===== src/design/mhv_pkg.sv =====
// ----------------------------------------------------------------------------
// mhv_pkg
// Shared widths, types and codes for the microfacet half vector pipeline.
// ----------------------------------------------------------------------------
package mhv_pkg;

  // Direction fields: signed, DIR_FRAC_BITS fraction bits
  localparam int DIR_FRAC_BITS = 14;
  localparam int DIR_W  = 16;
  localparam int IOR_W  = 16;
  // Products and sums
  localparam int PROD_W = DIR_W + IOR_W + 1;        // signed eta * dir
  localparam int LN_W   = 2 * DIR_W + 2;            // dot of two directions
  localparam int S_W    = PROD_W + 1;               // sum vector component
  localparam int MAG_W  = S_W - 1;                  // its magnitude
  localparam int LEN_W  = 6;                        // leading-one position
  // Normalization
  localparam int NORM_W = 30;                       // top bit lands at NORM_W-1
  localparam int SQ_W   = 2 * NORM_W + 2;           // sum of three squares
  localparam int ROOT_W = SQ_W / 2;                 // integer square root
  localparam int Q_W    = DIR_FRAC_BITS + 1;        // quotient, at most 2^frac
  localparam int NUM_W  = NORM_W + DIR_FRAC_BITS + 1;

  // Command codes
  localparam logic CMD_REFLECT = 1'b0;
  localparam logic CMD_REFRACT = 1'b1;

  typedef logic [2:0][DIR_W-1:0] vec3_t;
  typedef logic [2:0][S_W-1:0]   sum3_t;
  typedef logic [2:0][Q_W-1:0]   quot3_t;

  // Side data that travels with an item through the root and divide stages
  typedef struct packed {
    logic                   nz;
    logic [2:0]             neg;
    logic [2:0][NORM_W-1:0] mag;
    vec3_t                  nvec;
  } carry_t;

endpackage


===== src/design/mhv_orient.sv =====
// ----------------------------------------------------------------------------
// mhv_orient
// Applies signs, tests H.N, flips H into the normal's hemisphere and zeroes
// degenerate results. Two stages.
// ----------------------------------------------------------------------------
module mhv_orient
  import mhv_pkg::*;
(
  input  logic   clk,
  input  logic   rst,
  input  logic   en,
  input  logic   in_v,
  input  quot3_t q,
  input  carry_t cin,
  output logic   out_v,
  output logic   made,
  output vec3_t  h
);

  logic v1;
  logic nz1;
  logic signed [DIR_W-1:0] h1 [3];
  logic signed [DIR_W-1:0] hs [3];
  logic signed [2*DIR_W-1:0] hp1 [3];
  logic signed [LN_W-1:0] d;
  logic made_next;

  // signed half vector components
  always_comb begin
    for (int i = 0; i < 3; i++) begin
      hs[i] = cin.neg[i] ? -$signed(DIR_W'(q[i])) : $signed(DIR_W'(q[i]));
    end
  end

  // hemisphere dot product
  always_comb begin
    d = LN_W'(hp1[0]) + LN_W'(hp1[1]) + LN_W'(hp1[2]);
    made_next = nz1 && (d != '0);
  end

  always_ff @(posedge clk) begin
    if (rst) begin
      v1 <= 1'b0;
      out_v <= 1'b0;
    end else if (en) begin
      v1 <= in_v;
      out_v <= v1;
    end
  end

  always_ff @(posedge clk) begin
    if (en) begin
      nz1 <= cin.nz;
      for (int i = 0; i < 3; i++) begin
        h1[i] <= hs[i];
        hp1[i] <= hs[i] * $signed(cin.nvec[i]);
      end
      made <= made_next;
      for (int i = 0; i < 3; i++) begin
        if (!made_next) begin
          h[i] <= '0;
        end else if (d[LN_W-1]) begin
          h[i] <= -h1[i];
        end else begin
          h[i] <= h1[i];
        end
      end
    end
  end

endmodule


===== config.mk =====
export PLATFORM = sky130hd
export DESIGN_NAME = mhv_orient
export DESIGN_NICKNAME = d
export VERILOG_FILES = /design/src/design/mhv_pkg.sv /design/src/design/mhv_orient.sv
export SDC_FILE = /design/constraint.sdc
export NUM_CORES = 2
export LEC_CHECK = 0
export BUFFER_PORTS_ARGS = -buffer_cell sky130_fd_sc_hd__buf_4
export CAP_MARGIN = 15
export CORE_ASPECT_RATIO = 1.4
export CORE_UTILIZATION = 50
export CTS_CLUSTER_DIAMETER = 150
export DETAILED_ROUTE_END_ITERATION = 8
export GPL_ROUTABILITY_DRIVEN = 0
export HOLD_SLACK_MARGIN = 0.06
export PLACE_DENSITY = 0.66
export SLEW_MARGIN = 20
export SYNTH_ARGS = -nofsm -noshare
export SYNTH_HDL_FRONTEND = slang
export SYNTH_SLANG_ARGS = --single-unit

===== constraint.sdc =====
create_clock -name clk -period 26.3 [get_ports clk]
set_clock_uncertainty 0.15 [all_clocks]
set_input_delay 3.945 -clock clk [delete_from_list [all_inputs] [get_ports clk]]
set_output_delay 3.945 -clock clk [all_outputs]
set_load 0.02 [all_outputs]

==> summary.md <==
| Metric | Value |
|---|---|
| Dpl hpwl | `around 75000 um` |
| Antenna Violating Nets Remaining | `0` |
| Register bit total from synthesis | `around 200` |
| Ports | `241` |
| Clk sinks | `196` |
| Std-Cell Rows | `around 120` |
| First-pass GRT wire length | `around 160000 um` |
| Via count | `28200` |
| Die Ht | `337 um` |
| Drc violations | `0` |
| Crit-path most repeated cell | `fa_1` |
| Later-pin clock latency in the skew report | `approximately 0.47 ns` |
| Max-Cap Viols | `0` |
| CTS tree | `done` |
| Die Width | `241 um` |
| Final WS setup | `14.15 ns` |
| Final period util | `0.462` |
| Starting Density | `0.506` |
| Area Growth Syn to Fin | `7.18%` |
| Detailed Routing Iterations Pass 1 | `6` |
| Post-layout net count | `~5500` |
| Largest net degree at the start of global routing | `96` |
| Setup Buffers After CTS | `0` |
| Wire per inst | `between 15 and 20 um` |
| Max-slew headroom | `0.364` |
| Clock Tree Buf Depth | `2` |
| CP Max Fanout | `18` |
| Multi-input gate area | `30000 sq um` |
| Post-Syn Instances | `between 4000 and 5000` |
| CP Launch Point | `q[0]` |
| Req. time, crit path | `around 26 ns` |
| Fillers | `7139` |
| Setup TNS Final | `0 ns` |
| Crit path capture type | `flop` |
| Setup WS pre-CTS | `between 10 and 15 ns` |
| Hold-fix buffers, CTS | `0` |
| Htree depth | `4` |
| Largest stage delay, worst path | `between 0.5 and 0.6 ns` |
| Reg-to-Reg Start | `hp1[0][8]$_DFFE_PP_` |
| # resized after CTS | `0` |
| CP max-delay cell | `fa_1` |
| Max Clk Rate | `82.3 MHz` |
| Async S/R FF share, synth | `0` |
| Pins Over Slew Limit | `0` |
| Hold crit path type | `reg -> reg` |
| Worst endpoint data arrival time | `~12 ns` |
| Worst Setup Start Kind | `input pin` |
| Most common cell after layout, fill and taps aside | `inv_1` |
| Min-Delay Startpoint | `v1$_SDFFE_PP0P_` |
| Initial antenna violation count | `0` |
| Core footprint | `approximately 79000 sq um` |
| Synthesized area | `40100 sq um` |
| Syn avg cell area | `roughly 9.6 sq um` |
| Share of layout cells above drive strength 1 | `0.0612` |
| Root buffer cell | `clkbuf_16` |
| Die Footprint | `~81000 sq um` |
| Post-route cell area | `between 40000 and 50000 sq um` |
| Seq/Total Area, Yosys | `0.146` |
| CTS buffer count | `17` |
| Vias per inst | `5.29` |
| Top_reg_cell synth | `edfxtp_1` |
| Final setup fails | `0` |
| Tmin final | `12.15 ns` |
| EDFF count, synth | `194` |
| Syn Nets | `about 5500` |
| ANT cells | `0` |
| DRT iter0 DRCs | `between 1000 and 1500` |
| Total wire length | `94500 um` |
| Util after Layout | `0.543` |
| Port bufs | `150` |
| RSZ-0062 raised after global routing | `no` |
| Yosys warning count | `0` |
| Most frequent cells in the layout | `1004 x inv_1, 819 x fa_1, 460 x nand2_1` |
| GRT Overall Usage | `0.249` |
| Clock-pin slew on the worst setup and hold paths | `approximately 0.08 ns` |
| Worst Setup Path Type | `in -> reg` |
| Register area | `5870 sq um` |
| Status | `complete, no violations` |
| Dpl cell area | `42400 sq um` |
| Grt total ovfl | `0` |
| Worst-margin pin slew | `0.946 ns` |
| Library cells used by synthesis | `74` |
| Vias in the first global route | `about 30000` |
| Hold Violations, Final | `0` |
-- stage by stage --
stage	instances	hold slack, ns
finish	5321	0.356
CTS	5321	0.362
floorplan	4169	0.310
global placement	5290	0.327
global route	5321	0.384
detailed placement	5290	0.339
-- worst max-delay path: cells and delay by family --
| kind | cells | cell delay, ns |
|---|---|---|
| buf+inv | 6 | 0.78 |
| simple gates | 7 | 1.36 |
| fa+ha+maj | 8 | 3.45 |
| xor+xnor | 2 | 0.51 |
| compound gates | 8 | 2.13 |
-- cells by family after synthesis --
| logic type | synth area share |
|---|---|
| AOI/OAI and AO/OA | 0.0646 |
| xor gates and xnor gates | 0.0432 |
| adders and majority gates | 0.497 |
| buffers and inverters | 0.107 |
| DFF | 0.146 |
| muxes | 0.00306 |
| and+or+nand+nor | 0.138 |
-- routing by layer --
layer | vias up | track usage | share of wire
met1 | 14500 | 0.303 | 0.39
met4 | 0 | 0.0992 | 0.038
met5 | - | 0 | 0
li1 | 12800 | - | -
met2 | 687 | 0.453 | 0.53
met3 | 184 | 0.0223 | 0.040
-- area by class of cell --
cell class / count / share of cell area
Clock inverter: 13 / 0.00314
Sequential cell: 196 / 0.136
Timing Repair Buffer: 199 / 0.0349
Tap cell: 1054 / 0.0307
Multi-Input combinational cell: 2836 / 0.697
Inverter: 1005 / 0.0877
Clock buffer: 18 / 0.00998
-- synthesized netlist by cell type, drive strengths merged, types with 6 or more instances --
master	number	area (sq um)
or3	14	92.6
edfxtp	194	5830
nor2	151	567
a21o	35	263
o2111ai	7	61.3
clkbuf	117	440
o21a	16	120
nand2	460	1730
nand4	12	75.1
or4	7	52.6
o31ai	10	75.1
xor2	37	324
buf	15	90.1
o211ai	12	95.1
a211oi	61	503
inv	1005	3770
xnor2	161	1410
nor2b	16	100
o21bai	13	97.6
nor4	11	68.8
a31oi	16	100
ha	284	3550
o31a	6	52.6
o41ai	6	52.6
fa	819	16400
o21ai	66	330
nor3	37	185
mux2i	10	100
nand2b	25	156
a21oi	106	531
and2	351	2200
and3	8	50.1
nand3	21	105
-- worst paths after layout --
path         cells after the start  slack (ns)                   end
min reg2reg                      2        0.36       v1$_SDFFE_PP0P_
max reg2reg                     13       20.97   h[10]$_SDFFCE_PN0P_
max                             31       14.15  hp1[0][31]$_DFFE_PP_
min                              2        0.36       v1$_SDFFE_PP0P_
-- state kept, by name (all words and copies together) (netlist names) --
name / flops
made: 1
h1: 48
nz1: 1
h: 48
v1: 1
out_v: 1
hp1: 96
Power is not shown: default switching activity piles up to over one toggle a cycle in this logic, so the estimate is an artifact.
